$ cat config.mk
export PLATFORM = sky130hd
export DESIGN_NAME = drop_oldest_packet_queue_flat
export DESIGN_NICKNAME = d
export VERILOG_FILES = /design/src/design/dopq_pkg.sv /design/src/design/dopq_in_if.sv /design/src/design/dopq_out_if.sv /design/src/design/dopq_cfg_if.sv /design/src/design/drop_oldest_packet_queue.sv /design/src/design/dopq_store.sv /design/src/design/dopq_ctrl.sv /design/src/flat_wrapper.sv
export SDC_FILE = /design/constraint.sdc
export NUM_CORES = 2
export LEC_CHECK = 0
export ABC_AREA = 0
export BUFFER_PORTS_ARGS = -buffer_cell sky130_fd_sc_hd__clkbuf_2
export CELL_PAD_IN_SITES_DETAIL_PLACEMENT = 0
export CELL_PAD_IN_SITES_GLOBAL_PLACEMENT = 1
export CORE_ASPECT_RATIO = 1.1
export CORE_MARGIN = 2
export CORE_UTILIZATION = 58
export CTS_CLUSTER_SIZE = 40
export DETAILED_ROUTE_END_ITERATION = 10
export PLACE_DENSITY_LB_ADDON = 0.25
export SYNTH_ARGS = -nofsm -noshare
export SYNTH_HDL_FRONTEND = slang
export SYNTH_SLANG_ARGS = --single-unit
$ cat constraint.sdc
create_clock -name clk -period 20.5 [get_ports clk]
set_input_delay 2.05 -clock clk [delete_from_list [all_inputs] [get_ports clk]]
set_output_delay 2.05 -clock clk [all_outputs]
set_load 0.01 [all_outputs]
$ cat src/design/dopq_pkg.sv
package dopq_pkg;

	localparam int HANDLE_W = 16;
	localparam int LENGTH_W = 24;
	localparam int ACT_W = 3;
	localparam int KIND_W = 3;
	localparam int CAP_W = 6;
	localparam int CFG_IDX_W = 2;
	localparam int CFG_DATA_W = 24;

	localparam logic [ACT_W-1:0] ACT_PUSH = 3'd0;
	localparam logic [ACT_W-1:0] ACT_POP = 3'd1;
	localparam logic [ACT_W-1:0] ACT_TAKE_KEY = 3'd2;
	localparam logic [ACT_W-1:0] ACT_TAKE_DROP = 3'd3;
	localparam logic [ACT_W-1:0] ACT_CLOSE = 3'd4;

	localparam logic [KIND_W-1:0] KIND_RELEASE = 3'd0;
	localparam logic [KIND_W-1:0] KIND_POPPED = 3'd1;
	localparam logic [KIND_W-1:0] KIND_EMPTY = 3'd2;
	localparam logic [KIND_W-1:0] KIND_PUSH_DONE = 3'd3;
	localparam logic [KIND_W-1:0] KIND_ACK = 3'd4;

	localparam logic [CFG_IDX_W-1:0] REG_CAPACITY = 2'd0;
	localparam logic [CFG_IDX_W-1:0] REG_BUDGET = 2'd1;

	localparam logic [CAP_W-1:0] CAP_RESET = 6'd32;
	localparam logic [LENGTH_W-1:0] BUDGET_RESET = 24'(2 * 1024 * 1024);

	typedef struct packed {
		logic [HANDLE_W-1:0] handle;
		logic [LENGTH_W-1:0] length;
		logic video;
		logic key;
	} desc_t;

endpackage

$ cat src/design/dopq_in_if.sv
interface dopq_in_if import dopq_pkg::*; ();
	logic valid;
	logic ready;
	logic [ACT_W-1:0] action;
	logic [HANDLE_W-1:0] pkt_handle;
	logic [LENGTH_W-1:0] pkt_length;
	logic pkt_video;
	logic pkt_key;

	modport source (output valid, action, pkt_handle, pkt_length, pkt_video, pkt_key,
		input ready);
	modport sink (input valid, action, pkt_handle, pkt_length, pkt_video, pkt_key,
		output ready);
endinterface

$ cat src/design/dopq_out_if.sv
interface dopq_out_if import dopq_pkg::*; ();
	logic valid;
	logic ready;
	logic [KIND_W-1:0] result_kind;
	logic [HANDLE_W-1:0] out_handle;
	logic [LENGTH_W-1:0] out_length;
	logic out_video;
	logic out_key;
	logic flag_bit;
	logic [CAP_W-1:0] occupancy;
	logic [LENGTH_W-1:0] queued_bytes;
	logic is_closed;
	logic last;

	modport source (output valid, result_kind, out_handle, out_length, out_video, out_key,
		flag_bit, occupancy, queued_bytes, is_closed, last, input ready);
	modport sink (input valid, result_kind, out_handle, out_length, out_video, out_key,
		flag_bit, occupancy, queued_bytes, is_closed, last, output ready);
endinterface

$ cat src/design/dopq_cfg_if.sv
interface dopq_cfg_if import dopq_pkg::*; ();
	logic valid;
	logic ready;
	logic [CFG_IDX_W-1:0] index;
	logic [CFG_DATA_W-1:0] data;

	modport source (output valid, index, data, input ready);
	modport sink (input valid, index, data, output ready);
endinterface

$ cat src/design/drop_oldest_packet_queue.sv
// Sequence: pop, flag and close results are loaded into the result register from their own result
// state once the output is free. Push to an open queue: the drop walk alternates check and data
// states per dropped entry, then each release is read back out of the descriptor RAM and offered,
// and the done result follows; a lost key frame starts a flush of dependent frames in the walk.
// Throughput: one input item at a time, taken only in the idle state; a held result stalls.
// Reset: head, tail, count, byte total and flags clear; descriptor RAM is not cleared.
module drop_oldest_packet_queue import dopq_pkg::*; #(
	parameter int DEPTH = 32
) (
	input logic clk,
	input logic arst_n,
	dopq_cfg_if.sink cfg,
	dopq_in_if.sink pkt_in,
	dopq_out_if.source res_out
);

	localparam int AW = $clog2(DEPTH);
	localparam int CW = $clog2(DEPTH + 1);

	logic [CAP_W-1:0] capacity_q;
	logic [LENGTH_W-1:0] budget_q;

	logic rd_en, wr_en;
	logic [AW-1:0] rd_addr, wr_addr;
	desc_t rd_data, wr_data;

	assign cfg.ready = 1'b1;

	always_ff @(posedge clk or negedge arst_n) begin
		if (!arst_n) begin
			capacity_q <= CAP_RESET;
			budget_q <= BUDGET_RESET;
		end else if (cfg.valid && cfg.ready) begin
			unique case (cfg.index)
				REG_CAPACITY: capacity_q <= cfg.data[CAP_W-1:0];
				REG_BUDGET: budget_q <= cfg.data[LENGTH_W-1:0];
				default: ;
			endcase
		end
	end

	dopq_ctrl #(
		.DEPTH(DEPTH),
		.AW(AW),
		.CW(CW)
	) u_ctrl (
		.clk(clk),
		.arst_n(arst_n),
		.capacity(capacity_q),
		.budget(budget_q),
		.pkt_in(pkt_in),
		.res_out(res_out),
		.rd_en(rd_en),
		.rd_addr(rd_addr),
		.rd_data(rd_data),
		.wr_en(wr_en),
		.wr_addr(wr_addr),
		.wr_data(wr_data)
	);

	dopq_store #(
		.DEPTH(DEPTH),
		.AW(AW)
	) u_store (
		.clk(clk),
		.rd_en(rd_en),
		.rd_addr(rd_addr),
		.rd_data(rd_data),
		.wr_en(wr_en),
		.wr_addr(wr_addr),
		.wr_data(wr_data)
	);

endmodule

$ cat src/design/dopq_store.sv
module dopq_store import dopq_pkg::*; #(
	parameter int DEPTH = 32,
	parameter int AW = $clog2(DEPTH)
) (
	input logic clk,
	input logic rd_en,
	input logic [AW-1:0] rd_addr,
	output desc_t rd_data,
	input logic wr_en,
	input logic [AW-1:0] wr_addr,
	input desc_t wr_data
);

	desc_t mem_q [DEPTH];
	desc_t rd_data_q;

	always_ff @(posedge clk) begin
		if (wr_en) begin
			mem_q[wr_addr] <= wr_data;
		end
	end

	always_ff @(posedge clk) begin
		if (rd_en) begin
			rd_data_q <= mem_q[rd_addr];
		end
	end

	assign rd_data = rd_data_q;

endmodule

$ cat src/design/dopq_ctrl.sv
module dopq_ctrl import dopq_pkg::*; #(
	parameter int DEPTH = 32,
	parameter int AW = $clog2(DEPTH),
	parameter int CW = $clog2(DEPTH + 1)
) (
	input logic clk,
	input logic arst_n,
	input logic [CAP_W-1:0] capacity,
	input logic [LENGTH_W-1:0] budget,
	dopq_in_if.sink pkt_in,
	dopq_out_if.source res_out,
	output logic rd_en,
	output logic [AW-1:0] rd_addr,
	input desc_t rd_data,
	output logic wr_en,
	output logic [AW-1:0] wr_addr,
	output desc_t wr_data
);

	localparam logic [3:0] S_IDLE = 4'd0;
	localparam logic [3:0] S_CL_REL = 4'd1;
	localparam logic [3:0] S_CL_DONE = 4'd2;
	localparam logic [3:0] S_ACK = 4'd3;
	localparam logic [3:0] S_POP_OUT = 4'd4;
	localparam logic [3:0] S_EMPTY = 4'd5;
	localparam logic [3:0] S_DROP_CHK = 4'd6;
	localparam logic [3:0] S_DROP_DAT = 4'd7;
	localparam logic [3:0] S_REL_RD = 4'd8;
	localparam logic [3:0] S_REL_OUT = 4'd9;
	localparam logic [3:0] S_PUSH_DONE = 4'd10;

	localparam int CMP_W = CAP_W + 1;

	function automatic logic [AW-1:0] next_idx(input logic [AW-1:0] i);
		return (i == AW'(DEPTH - 1)) ? '0 : i + 1'b1;
	endfunction

	logic [3:0] state_q;
	logic [ACT_W-1:0] act_q;
	desc_t pkt_q;

	logic [AW-1:0] head_q, tail_q;
	logic [CW-1:0] count_q;
	logic [LENGTH_W-1:0] bytes_q;
	logic closed_q, key_lost_q, any_drop_q;

	// drop walk
	logic [AW-1:0] wh_q, rp_q;
	logic [CW-1:0] wc_q, ndrop_q;
	logic [LENGTH_W-1:0] wb_q;
	logic wk_q, dropped_q, flush_q;

	// result register
	logic ov_q;
	logic [KIND_W-1:0] o_kind_q;
	desc_t o_desc_q;
	logic o_flag_q;
	logic [CAP_W-1:0] o_occ_q;
	logic [LENGTH_W-1:0] o_bytes_q;
	logic o_closed_q, o_last_q;

	logic accept, out_free, over_budget, first_go, drop_now, res_load;
	logic [CMP_W-1:0] cap_eff;

	assign accept = pkt_in.valid && pkt_in.ready;
	assign pkt_in.ready = (state_q == S_IDLE);
	assign out_free = !ov_q || res_out.ready;
	assign res_load = out_free && (state_q inside {S_CL_REL, S_CL_DONE, S_ACK, S_POP_OUT,
		S_EMPTY, S_REL_OUT, S_PUSH_DONE});

	always_comb begin
		if (capacity == '0) begin
			cap_eff = CMP_W'(1);
		end else if (CMP_W'(capacity) > CMP_W'(DEPTH)) begin
			cap_eff = CMP_W'(DEPTH);
		end else begin
			cap_eff = CMP_W'(capacity);
		end
	end

	assign over_budget = ({1'b0, wb_q} + {1'b0, pkt_q.length}) > {1'b0, budget};
	assign first_go = (wc_q != '0) && ((CMP_W'(wc_q) >= cap_eff) || over_budget);
	assign drop_now = !flush_q || (rd_data.video && !rd_data.key);

	always_comb begin
		rd_en = 1'b0;
		rd_addr = head_q;
		unique case (state_q)
			S_IDLE: begin
				rd_en = accept && (pkt_in.action == ACT_POP) && (count_q != '0);
				rd_addr = head_q;
			end
			S_DROP_CHK: begin
				rd_en = flush_q ? (wc_q != '0) : first_go;
				rd_addr = wh_q;
			end
			S_REL_RD: begin
				rd_en = (ndrop_q != '0);
				rd_addr = rp_q;
			end
			default: begin
				rd_en = 1'b0;
			end
		endcase
	end

	assign wr_en = (state_q == S_PUSH_DONE) && out_free;
	assign wr_addr = tail_q;
	assign wr_data = pkt_q;

	always_ff @(posedge clk or negedge arst_n) begin
		if (!arst_n) begin
			state_q <= S_IDLE;
			act_q <= ACT_PUSH;
			pkt_q <= '0;
			head_q <= '0;
			tail_q <= '0;
			count_q <= '0;
			bytes_q <= '0;
			closed_q <= 1'b0;
			key_lost_q <= 1'b0;
			any_drop_q <= 1'b0;
			wh_q <= '0;
			rp_q <= '0;
			wc_q <= '0;
			ndrop_q <= '0;
			wb_q <= '0;
			wk_q <= 1'b0;
			dropped_q <= 1'b0;
			flush_q <= 1'b0;
			ov_q <= 1'b0;
			o_kind_q <= KIND_RELEASE;
			o_desc_q <= '0;
			o_flag_q <= 1'b0;
			o_occ_q <= '0;
			o_bytes_q <= '0;
			o_closed_q <= 1'b0;
			o_last_q <= 1'b0;
		end else begin
			if (ov_q && res_out.ready && !res_load) begin
				ov_q <= 1'b0;
			end
			unique case (state_q)
				S_IDLE: begin
					if (accept) begin
						act_q <= pkt_in.action;
						pkt_q <= '{handle: pkt_in.pkt_handle, length: pkt_in.pkt_length,
							video: pkt_in.pkt_video, key: pkt_in.pkt_key};
						unique case (pkt_in.action) inside
							ACT_PUSH: begin
								if (closed_q) begin
									state_q <= S_CL_REL;
								end else begin
									wh_q <= head_q;
									wc_q <= count_q;
									wb_q <= bytes_q;
									wk_q <= key_lost_q;
									dropped_q <= 1'b0;
									flush_q <= 1'b0;
									ndrop_q <= '0;
									state_q <= S_DROP_CHK;
								end
							end
							ACT_POP: begin
								state_q <= (count_q != '0) ? S_POP_OUT : S_EMPTY;
							end
							ACT_TAKE_KEY, ACT_TAKE_DROP, ACT_CLOSE: begin
								state_q <= S_ACK;
							end
							default: begin
								state_q <= S_IDLE;
							end
						endcase
					end
				end
				S_CL_REL: begin
					if (out_free) begin
						ov_q <= 1'b1;
						o_kind_q <= KIND_RELEASE;
						o_desc_q <= pkt_q;
						o_flag_q <= 1'b0;
						o_occ_q <= CAP_W'(count_q);
						o_bytes_q <= bytes_q;
						o_closed_q <= closed_q;
						o_last_q <= 1'b0;
						state_q <= S_CL_DONE;
					end
				end
				S_CL_DONE: begin
					if (out_free) begin
						ov_q <= 1'b1;
						o_kind_q <= KIND_PUSH_DONE;
						o_desc_q <= '0;
						o_flag_q <= 1'b0;
						o_occ_q <= CAP_W'(count_q);
						o_bytes_q <= bytes_q;
						o_closed_q <= closed_q;
						o_last_q <= 1'b1;
						state_q <= S_IDLE;
					end
				end
				S_ACK: begin
					if (out_free) begin
						ov_q <= 1'b1;
						o_kind_q <= KIND_ACK;
						o_desc_q <= '0;
						o_flag_q <= (act_q == ACT_TAKE_KEY) ? key_lost_q :
							(act_q == ACT_TAKE_DROP) ? any_drop_q : 1'b0;
						o_occ_q <= CAP_W'(count_q);
						o_bytes_q <= bytes_q;
						o_closed_q <= closed_q || (act_q == ACT_CLOSE);
						o_last_q <= 1'b1;
						if (act_q == ACT_TAKE_KEY) begin
							key_lost_q <= 1'b0;
						end
						if (act_q == ACT_TAKE_DROP) begin
							any_drop_q <= 1'b0;
						end
						if (act_q == ACT_CLOSE) begin
							closed_q <= 1'b1;
						end
						state_q <= S_IDLE;
					end
				end
				S_POP_OUT: begin
					if (out_free) begin
						ov_q <= 1'b1;
						o_kind_q <= KIND_POPPED;
						o_desc_q <= rd_data;
						o_flag_q <= 1'b0;
						o_occ_q <= CAP_W'(count_q - 1'b1);
						o_bytes_q <= bytes_q - rd_data.length;
						o_closed_q <= closed_q;
						o_last_q <= 1'b1;
						count_q <= count_q - 1'b1;
						bytes_q <= bytes_q - rd_data.length;
						head_q <= next_idx(head_q);
						state_q <= S_IDLE;
					end
				end
				S_EMPTY: begin
					if (out_free) begin
						ov_q <= 1'b1;
						o_kind_q <= KIND_EMPTY;
						o_desc_q <= '0;
						o_flag_q <= 1'b0;
						o_occ_q <= CAP_W'(count_q);
						o_bytes_q <= bytes_q;
						o_closed_q <= closed_q;
						o_last_q <= 1'b1;
						state_q <= S_IDLE;
					end
				end
				S_DROP_CHK: begin
					if (flush_q ? (wc_q != '0) : first_go) begin
						state_q <= S_DROP_DAT;
					end else if (!flush_q && dropped_q && wk_q) begin
						flush_q <= 1'b1;
					end else begin
						// walk done: commit new head and totals, replay releases from old head
						head_q <= wh_q;
						count_q <= wc_q + 1'b1;
						bytes_q <= wb_q + pkt_q.length;
						key_lost_q <= wk_q;
						any_drop_q <= any_drop_q || dropped_q;
						rp_q <= head_q;
						state_q <= S_REL_RD;
					end
				end
				S_DROP_DAT: begin
					if (drop_now) begin
						wb_q <= wb_q - rd_data.length;
						wc_q <= wc_q - 1'b1;
						wh_q <= next_idx(wh_q);
						ndrop_q <= ndrop_q + 1'b1;
						if (!flush_q) begin
							wk_q <= wk_q || (rd_data.video && rd_data.key);
							dropped_q <= 1'b1;
						end
						state_q <= S_DROP_CHK;
					end else begin
						head_q <= wh_q;
						count_q <= wc_q + 1'b1;
						bytes_q <= wb_q + pkt_q.length;
						key_lost_q <= wk_q;
						any_drop_q <= any_drop_q || dropped_q;
						rp_q <= head_q;
						state_q <= S_REL_RD;
					end
				end
				S_REL_RD: begin
					state_q <= (ndrop_q != '0) ? S_REL_OUT : S_PUSH_DONE;
				end
				S_REL_OUT: begin
					if (out_free) begin
						ov_q <= 1'b1;
						o_kind_q <= KIND_RELEASE;
						o_desc_q <= rd_data;
						o_flag_q <= 1'b0;
						o_occ_q <= CAP_W'(count_q);
						o_bytes_q <= bytes_q;
						o_closed_q <= closed_q;
						o_last_q <= 1'b0;
						rp_q <= next_idx(rp_q);
						ndrop_q <= ndrop_q - 1'b1;
						state_q <= S_REL_RD;
					end
				end
				S_PUSH_DONE: begin
					// tail written only after all releases are read out
					if (out_free) begin
						tail_q <= next_idx(tail_q);
						ov_q <= 1'b1;
						o_kind_q <= KIND_PUSH_DONE;
						o_desc_q <= '0;
						o_flag_q <= dropped_q;
						o_occ_q <= CAP_W'(count_q);
						o_bytes_q <= bytes_q;
						o_closed_q <= closed_q;
						o_last_q <= 1'b1;
						state_q <= S_IDLE;
					end
				end
				default: begin
					state_q <= S_IDLE;
				end
			endcase
		end
	end

	assign res_out.valid = ov_q;
	assign res_out.result_kind = o_kind_q;
	assign res_out.out_handle = o_desc_q.handle;
	assign res_out.out_length = o_desc_q.length;
	assign res_out.out_video = o_desc_q.video;
	assign res_out.out_key = o_desc_q.key;
	assign res_out.flag_bit = o_flag_q;
	assign res_out.occupancy = o_occ_q;
	assign res_out.queued_bytes = o_bytes_q;
	assign res_out.is_closed = o_closed_q;
	assign res_out.last = o_last_q;

	a_count_bound: assert property (@(posedge clk) disable iff (!arst_n)
		count_q <= CW'(DEPTH))
		else $error("entry count above depth");

	a_empty_no_bytes: assert property (@(posedge clk) disable iff (!arst_n)
		(count_q == '0) |-> (bytes_q == '0))
		else $error("bytes held with no entries");

	a_release_not_last: assert property (@(posedge clk) disable iff (!arst_n)
		ov_q |-> !(o_last_q && (o_kind_q == KIND_RELEASE)))
		else $error("release closed a step");

	a_push_keeps_entry: assert property (@(posedge clk) disable iff (!arst_n)
		(ov_q && (o_kind_q == KIND_PUSH_DONE) && !o_closed_q) |-> (o_occ_q != '0))
		else $error("push done with empty queue");

	a_dat_after_chk: assert property (@(posedge clk) disable iff (!arst_n)
		(state_q == S_DROP_DAT) |-> $past(state_q == S_DROP_CHK && rd_en))
		else $error("drop data without read");

endmodule

$ cat src/flat_wrapper.sv
// flat-port wrapper written by rule: the top's interface ports become plain ports
module drop_oldest_packet_queue_flat import dopq_pkg::*;
#(
	parameter int DEPTH = 32
)
  (clk, arst_n, cfg_valid, cfg_index, cfg_data, cfg_ready, pkt_in_valid, pkt_in_action, pkt_in_pkt_handle, pkt_in_pkt_length, pkt_in_pkt_video, pkt_in_pkt_key, pkt_in_ready, res_out_valid, res_out_result_kind, res_out_out_handle, res_out_out_length, res_out_out_video, res_out_out_key, res_out_flag_bit, res_out_occupancy, res_out_queued_bytes, res_out_is_closed, res_out_last, res_out_ready);
  dopq_cfg_if cfg_i ();
  dopq_in_if pkt_in_i ();
  dopq_out_if res_out_i ();
  input logic clk;
  input logic arst_n;
  input wire logic [$bits(cfg_i.valid)-1:0] cfg_valid;
  input wire logic [$bits(cfg_i.index)-1:0] cfg_index;
  input wire logic [$bits(cfg_i.data)-1:0] cfg_data;
  output wire logic [$bits(cfg_i.ready)-1:0] cfg_ready;
  input wire logic [$bits(pkt_in_i.valid)-1:0] pkt_in_valid;
  input wire logic [$bits(pkt_in_i.action)-1:0] pkt_in_action;
  input wire logic [$bits(pkt_in_i.pkt_handle)-1:0] pkt_in_pkt_handle;
  input wire logic [$bits(pkt_in_i.pkt_length)-1:0] pkt_in_pkt_length;
  input wire logic [$bits(pkt_in_i.pkt_video)-1:0] pkt_in_pkt_video;
  input wire logic [$bits(pkt_in_i.pkt_key)-1:0] pkt_in_pkt_key;
  output wire logic [$bits(pkt_in_i.ready)-1:0] pkt_in_ready;
  output wire logic [$bits(res_out_i.valid)-1:0] res_out_valid;
  output wire logic [$bits(res_out_i.result_kind)-1:0] res_out_result_kind;
  output wire logic [$bits(res_out_i.out_handle)-1:0] res_out_out_handle;
  output wire logic [$bits(res_out_i.out_length)-1:0] res_out_out_length;
  output wire logic [$bits(res_out_i.out_video)-1:0] res_out_out_video;
  output wire logic [$bits(res_out_i.out_key)-1:0] res_out_out_key;
  output wire logic [$bits(res_out_i.flag_bit)-1:0] res_out_flag_bit;
  output wire logic [$bits(res_out_i.occupancy)-1:0] res_out_occupancy;
  output wire logic [$bits(res_out_i.queued_bytes)-1:0] res_out_queued_bytes;
  output wire logic [$bits(res_out_i.is_closed)-1:0] res_out_is_closed;
  output wire logic [$bits(res_out_i.last)-1:0] res_out_last;
  input wire logic [$bits(res_out_i.ready)-1:0] res_out_ready;
  assign cfg_i.valid = cfg_valid;
  assign cfg_i.index = cfg_index;
  assign cfg_i.data = cfg_data;
  assign cfg_ready = cfg_i.ready;
  assign pkt_in_i.valid = pkt_in_valid;
  assign pkt_in_i.action = pkt_in_action;
  assign pkt_in_i.pkt_handle = pkt_in_pkt_handle;
  assign pkt_in_i.pkt_length = pkt_in_pkt_length;
  assign pkt_in_i.pkt_video = pkt_in_pkt_video;
  assign pkt_in_i.pkt_key = pkt_in_pkt_key;
  assign pkt_in_ready = pkt_in_i.ready;
  assign res_out_valid = res_out_i.valid;
  assign res_out_result_kind = res_out_i.result_kind;
  assign res_out_out_handle = res_out_i.out_handle;
  assign res_out_out_length = res_out_i.out_length;
  assign res_out_out_video = res_out_i.out_video;
  assign res_out_out_key = res_out_i.out_key;
  assign res_out_flag_bit = res_out_i.flag_bit;
  assign res_out_occupancy = res_out_i.occupancy;
  assign res_out_queued_bytes = res_out_i.queued_bytes;
  assign res_out_is_closed = res_out_i.is_closed;
  assign res_out_last = res_out_i.last;
  assign res_out_i.ready = res_out_ready;
  drop_oldest_packet_queue #(.DEPTH(DEPTH)) u_core (.clk(clk), .arst_n(arst_n), .cfg(cfg_i), .pkt_in(pkt_in_i), .res_out(res_out_i));
endmodule
## Word-level counts from Yosys, hierarchy flattened

Memories as Yosys holds them, arrays and structs flattened. A register that Yosys moved wholly into a read port is not among the register bits.
Index checks and enable logic that the tools add are counted.

| storage, ports and cells | value |
|---|---|
| flip-flop bits (word level) | 250 |
| memory bits (writable) | 1344 |
| input bits | 76 |
| output and inout port bits | 81 |
| logic and storage cells | 290 |
| memories kept | 1 |

| operators by class | value |
|---|---|
| $add $sub $neg | 13 |
| magnitude comparators | 3 |
| eq/ne operators | 48 |
| muxes and demuxes | 119 |
| reductions and logical operators | 72 |

Memory list:

| memory | words | width | rd ports | clocked after memory_dff | write ports | line | source |
|---|---|---|---|---|---|---|---|
| u_core.u_store.mem_q | 32 | 42 | 1 | 1 | 1 | dopq_store.sv:14 | `desc_t mem_q [DEPTH];` |

Operator list:

| kind | number |
|---|---|
| two-way mux 24 bit | 9 |
| two-way mux 42 bit | 3 |
| one-hot mux 42 bit (3 select lines) | 1 |
| one-hot mux 24 bit (2 select lines) | 2 |
| two-way mux 6 bit | 15 |
| two-way mux 5 bit | 16 |
| one-hot mux 24 bit (3 select lines) | 1 |
| subtractor 24 bit | 2 |
| two-way mux 1 bit | 37 |
| one-hot mux 6 bit (3 select lines) | 2 |
| AND reduction 6 bit | 6 |
| one-hot mux 5 bit (3 select lines) | 2 |
| two-way mux 4 bit | 7 |
| one-hot mux 4 bit (7 select lines) | 1 |
| inequality test 2 bit (second input constant) | 13 |
| adder 24 x 24 -> 25 bit | 1 |
| greater-than comparator 25 x 24 -> 1 bit | 1 |
| adder 24 bit | 1 |
| inequality test 2 x 1 -> 1 bit (second input constant) | 12 |
| one-hot mux 6 bit (2 select lines) | 2 |
| adder 5 x 1 -> 5 bit (second input constant) | 4 |
| == test 5 bit (second input constant) | 4 |
| one-hot mux 5 bit (2 select lines) | 2 |
| AND reduction 5 bit | 4 |
| other kinds (41) | 107 |

## Logic depth before layout (Yosys ltp)

| depth | value |
|---|---|
| depth in word-level cells | 9 |
| gate-level depth with buffers | 21 |

## By module

From an unflattened synthesis, not the netlist that was laid out.

| unflattened totals | value |
|---|---|
| cells, all modules | 4751 |
| area, all modules | 69309.0 µm² |

Modules (own cells, without submodules):

| module | times used | cells an instance | area an instance (µm²) | sequential area each (µm²) |
|---|---|---|---|---|
| dopq_store | 1 | 2953 | 53618.9 | 41619.9 |
| dopq_ctrl | 1 | 1732 | 14451.4 | 5505.3 |
| drop_oldest_packet_queue | 1 | 66 | 1238.7 | 753.2 |

## Worst setup path after synthesis

Ideal clock, no wire load.

| path | value |
|---|---|
| path kind | input -> register |
| start | in res_out_ready |
| end | mem u_core.u_store.mem_q[23][0] (netlist name) (enable) |
| setup time | 502 ps |
| arrival time | 6399 ps |
| slack | 13598 ps |
| stages on the path | 5 |
| cell sequence | nor2b_1 clkbuf_1 nor4_1 nand3_1 nor3b_1 |

| between the ends | value |
|---|---|
| longest elaborated chain between the ends | 4 |

RTL lines:

| element | line | source |
|---|---|---|
| start, declared | flat_wrapper.sv:34 | `input wire logic [$bits(res_out_i.ready)-1:0] res_out_ready;` |
| logical OR 1 bit | dopq_ctrl.sv:67 | `assign out_free = !ov_q \|\| res_out.ready;` |
| logical AND 1 bit | dopq_ctrl.sv:107 | `assign wr_en = (state_q == S_PUSH_DONE) && out_free;` |
| two-way mux 1 bit | dopq_store.sv:18 | `if (wr_en) begin` |
| two-way mux 1 bit (not written as such) | dopq_store.sv:19 | `mem_q[wr_addr] <= wr_data;` |
| end, declared | dopq_store.sv:14 |  |

No other way between the ends.

## Worst setup path in the final report

| path | value |
|---|---|
| start | reg u_core.u_ctrl.pkt_q, in the netlist u_core.u_ctrl.wr_data[3] |
| end | reg u_core.u_store.rd_data[28] (netlist name) |

| between the ends | value |
|---|---|
| longest elaborated chain between the ends | 6 |

RTL lines:

| element | line | source |
|---|---|---|
| start, declared | dopq_ctrl.sv:40 | `desc_t pkt_q;` |
| start signal, assigned | dopq_ctrl.sv:147 | `pkt_q <= '{handle: pkt_in.pkt_handle, length: pkt_in.pkt_length,` |
| adder 24 x 24 -> 25 bit | dopq_ctrl.sv:81 | `assign over_budget = ({1'b0, wb_q} + {1'b0, pkt_q.length}) > {1'b0, budget};` |
| greater-than comparator 25 x 24 -> 1 bit | dopq_ctrl.sv:81 |  |
| logical OR 1 bit | dopq_ctrl.sv:82 | `assign first_go = (wc_q != '0) && ((CMP_W'(wc_q) >= cap_eff) \|\| over_budget);` |
| logical AND 1 bit | dopq_ctrl.sv:82 |  |
| two-way mux 1 bit | dopq_ctrl.sv:94 | `rd_en = flush_q ? (wc_q != '0) : first_go;` |
| one-hot mux 1 bit (3 select lines) | dopq_ctrl.sv:88 | `unique case (state_q)` |
| named net u_core.rd_en | drop_oldest_packet_queue.sv:23 | `logic rd_en, wr_en;` |

The timed path passes the listed nets, and every way through them passes these cells.
A chain may end at the register's enable or synchronous reset.

==> key figures <==
Outcome
  • Status: completed

Detailed routing
  • Avg Vias per Cell: approximately 6.4
  • Number of DRC markers in iteration 0: between 4000 and 5000
  • Routed len/inst: between 20 and 30 um
  • DR vias: 38500
  • DRT Wirelength: 175000 um
  • # DRC: 0
  • Number of routed nets with antenna violations: 0
  • Pre-antenna DRT Iters: 6

STA
  • Max Freq: 138 MHz
  • Final Cycle Share: 0.354
  • Setup Skew: between 0.02 and 0.03 ns
  • RSZ-0062 raised after global routing: false
  • Setup_tns: 0 ns
  • Final hold viol count: 0
  • Worst rel slew slack: 0.170
  • Max Slew Vio Count: 0
  • Setup violators final: 0
  • Worst Hold Margin: approximately 0.48 ns
  • Tightest Pin Transition: approximately 1.2 ns
  • Final worst slack: 13.23 ns
  • Minimum clock period: between 7 and 8 ns

Finish
  • Area growth syn-to-layout: 11.8%
  • Multi-input logic area: about 20000 um^2
  • Design Area, Final: 76500 um^2
  • Register area: about 48000 um^2
  • Layout cells sized above 1: 0.217
  • Finished Core Util: 0.651
  • Inserted Diodes: 0
  • NumNets Final: ~4500
  • Non-Filler Instances: 6000
  • Fillers: ~8000

Power
  • Total power: around 13 mW
  • Net Switching: about 4.6 mW
  • Clock Power Share: 0.232
  • PwrDens: 165 nW/um^2
  • Worst vdd ir: around 0.21 mV
  • Sequential Power Share: 0.382
  • LEAKAGE: 26.6 nW
  • Combinational power share: 0.386
  • Pint: about 8.1 mW
  • Sw frac: 0.363

Yosys
  • Post-Syn Instances: around 4100
  • Distinct cells, synth: between 70 and 80
  • Main area contributors after synthesis: edfxtp_1 61%, mux4_2 11%, dfrtp_1 9.1%
  • Sequential area share after synthesis: 0.700
  • Count of state elements after synthesis: between 1500 and 2000
  • Primary FF master, synth: edfxtp_1
  • Synth area leader: edfxtp_1
  • Ys Warns: 0
  • Syn nets: 4326
  • Number of synthesized flops with an enable pin: approximately 1400
  • Post-Syn Area per Cell: around 17 um^2
  • Share of flip-flops with an asynchronous set or reset: 0.153
  • Post-Syn Area: just under 70000 um^2
  • Yosys top cell area share: 0.609

Setup path
  • Crit start category: register
  • Crit path kind: reg2reg
  • CP arrival: around 7.7 ns
  • R2R Path End: u_core.u_store.rd_data[28]
  • Reg2reg path depth: 20
  • Slowest-stage cell, CP: dfrtp_1
  • Worst setup EP type: register
  • R2R Setup Slk: ~13 ns
  • Worst path max stage delay: roughly 1.1 ns
  • FF-to-FF Start: u_core.u_ctrl.wr_data[3]
  • Worst path most repeated cell: a211oi_1
  • Cell chain of the critical path: ha_1 -> a211oi_1 -> o21ai_0 -> a31oi_1 -> o21ai_1 -> a2111oi_0 -> o31ai_1 -> a21oi_1 -> xnor2_1 -> ha_1 -> a211oi_1 -> o21ai_0 -> nor4_1 -> a211oi_1 -> buf_4 -> nor3_1 -> nor2_1 -> a21boi_0 -> o32ai_4 -> buf_4
  • Data required, critical path: about 21 ns
  • Max FO, Critical Path: between 40 and 50

Min path
  • Hold Path Depth: 2
  • WHS Endpoint: u_core.u_ctrl.res_out.occupancy[4]
  • Hold Path Class: reg2reg
  • Hold path startpoint: u_core.u_ctrl.res_out.occupancy[4]

Floorplan
  • # IOs: 157
  • Core footprint: around 120000 um^2
  • Die Height: between 300 and 400 um
  • # rows: ~130
  • Die area: around 120000 um^2
  • Starting Density: 0.582
  • Die Wd: 331 um

Clock tree
  • Clock transition at the registers of the reported paths: 0.06 ns
  • CTS Root Cell: clkbuf_16
  • Clk sinks: 1636
  • CTS tree: yes
  • Hold-fix buffers, CTS: 0
  • Clk buf depth: 3
  • Clk_lat worst skew: 0.80 ns
  • Post-CTS Setup Bufs: 0
  • H-tree depth: 4
  • CTS buffer count: between 150 and 200
  • CTS resizes: 0

Global route
  • Vias in the first global route: 38500
  • Initial antenna violation count: 0
  • GRT Resource Usage Total: 0.294
  • First-pass GRT wire length: approximately 260000 um
  • Largest net degree at the start of global routing: between 100 and 150
  • Total grt overflow: 0

Place
  • Placed insts: about 5700
  • I/O Buffers: ~160
  • DP HPWL: ~96000 um
  • Place WS: approximately 13 ns
  • Global placer's final weighted congestion: 0.880
  • Placed Instance Area: a little over 70000 um^2

Job
  • Maxcap violations: 0
-- sequential cells by signal, indices dropped and copies added (netlist names), 6 cells and up --
signal / cells
u_core.u_ctrl.wr_data: 42
u_core.budget_q: 24
u_core.capacity_q: 6
u_core.u_ctrl.bytes_q: 24
u_core.u_ctrl.wc_q: 6
u_core.u_ctrl.res_out.out_length: 24
u_core.u_ctrl.wb_q: 24
u_core.u_ctrl.res_out.queued_bytes: 24
u_core.u_ctrl.res_out.occupancy: 6
u_core.u_ctrl.ndrop_q: 6
u_core.u_ctrl.res_out.out_handle: 16
u_core.u_ctrl.count_q: 6
u_core.u_store.mem_q: 1344
u_core.u_store.rd_data: 42
-- cell usage after synthesis, types with 9 or more instances --
master,n
a211oi_1,15
a21o_1,23
a21oi_1,152
a221oi_1,44
a31oi_1,18
a32oi_1,42
and3_1,57
buf_1,12
buf_2,63
buf_4,23
clkbuf_1,110
dfrtp_1,248
edfxtp_1,1386
ha_1,118
inv_1,84
mux2_2,76
mux2i_1,72
mux4_2,336
nand2_1,422
nand2b_1,20
nand3_1,110
nand4_1,9
nor2_1,224
nor2b_1,18
nor3_1,35
nor3b_1,15
o211ai_1,14
o21a_1,16
o21ai_0,152
o31ai_1,13
or3_1,10
xnor2_1,44
xor2_1,22
-- worst max-delay path, delay by kind of cell, from the launching register on --
kind                       cells  cell delay (ns)
AOI/OAI and AO/OA             12             3.44
DFF                            1             1.13
buffers and inverters          2             1.02
adders and majority gates      2             0.76
and+or+nand+nor                3             0.27
xor gates and xnor gates       1             0.13
-- how the worst max path moves through the flow --
stage / startpoint / to / slack [ns] / depth (start not counted)
global route: u_core.u_ctrl.wr_data[3] / u_core.u_store.rd_data[22] / 12.81 / 20
global placement: u_core.u_ctrl.wr_data[3] / u_core.u_store.rd_data[22] / 13.36 / 20
detailed placement: u_core.u_ctrl.wr_data[3] / u_core.u_store.rd_data[22] / 13.25 / 20
finish: u_core.u_ctrl.wr_data[3] / u_core.u_store.rd_data[28] / 13.23 / 20
floorplan: res_out_ready / u_core.u_store.mem_q[23][0] / 13.60 / 5
CTS: u_core.u_ctrl.wr_data[3] / u_core.u_store.rd_data[28] / 13.20 / 20
-- power groups by stage --
stage / sequential [mW] / clock, mW / combinational (mW)
floorplan: 4.78 / 0 / 3.46
global placement: 4.87 / 0 / 4.83
detailed placement: 4.90 / 0 / 4.87
CTS: 4.83 / 2.97 / 4.90
global route: 4.89 / 3.10 / 5.31
finish: 4.83 / 2.94 / 4.88
-- cell families after synthesis --
logic type                 after synthesis  share of synthesized area
adders and majority gates              122                     0.0228
muxes                                  484                      0.134
buffers and inverters                  298                     0.0194
xor gates and xnor gates                66                    0.00845
DFF                                   1636                      0.700
AOI/OAI and AO/OA                      564                     0.0534
and+or+nand+nor                        957                     0.0621
other                                    1                  0.0000548
-- final cells by class --
type | count | area share
clock buffers | 203 | 0.0573
clock inverters | 95 | 0.0116
inverters | 84 | 0.00412
multi-input cells | 2194 | 0.255
flip-flops and latches | 1636 | 0.626
well taps | 1541 | 0.0252
repair buffers | 247 | 0.0201
-- per-layer routing --
layer	wire [um]	global-route usage	share of wire	up-vias
met5	0	0	0	-
met4	6800	0.117	0.039	0
met3	14400	0.0517	0.082	352
met2	87300	0.489	0.50	1851
met1	67000	0.390	0.38	19700
li1	-	-	-	16600
-- layout by cell type, fill, tap and decap left out, types with 87 or more instances in the layout --
cell type	instances
nor2_1	195
dfrtp_1	248
o21ai_0	151
edfxtp_1	1386
ha_1	118
buf_4	87
clkbuf_2	154
clkbuf_16	166
nand3_1	110
a21oi_1	152
nand2_1	420
mux4_2	336
Note: power is estimated with default switching activity, not from simulation.
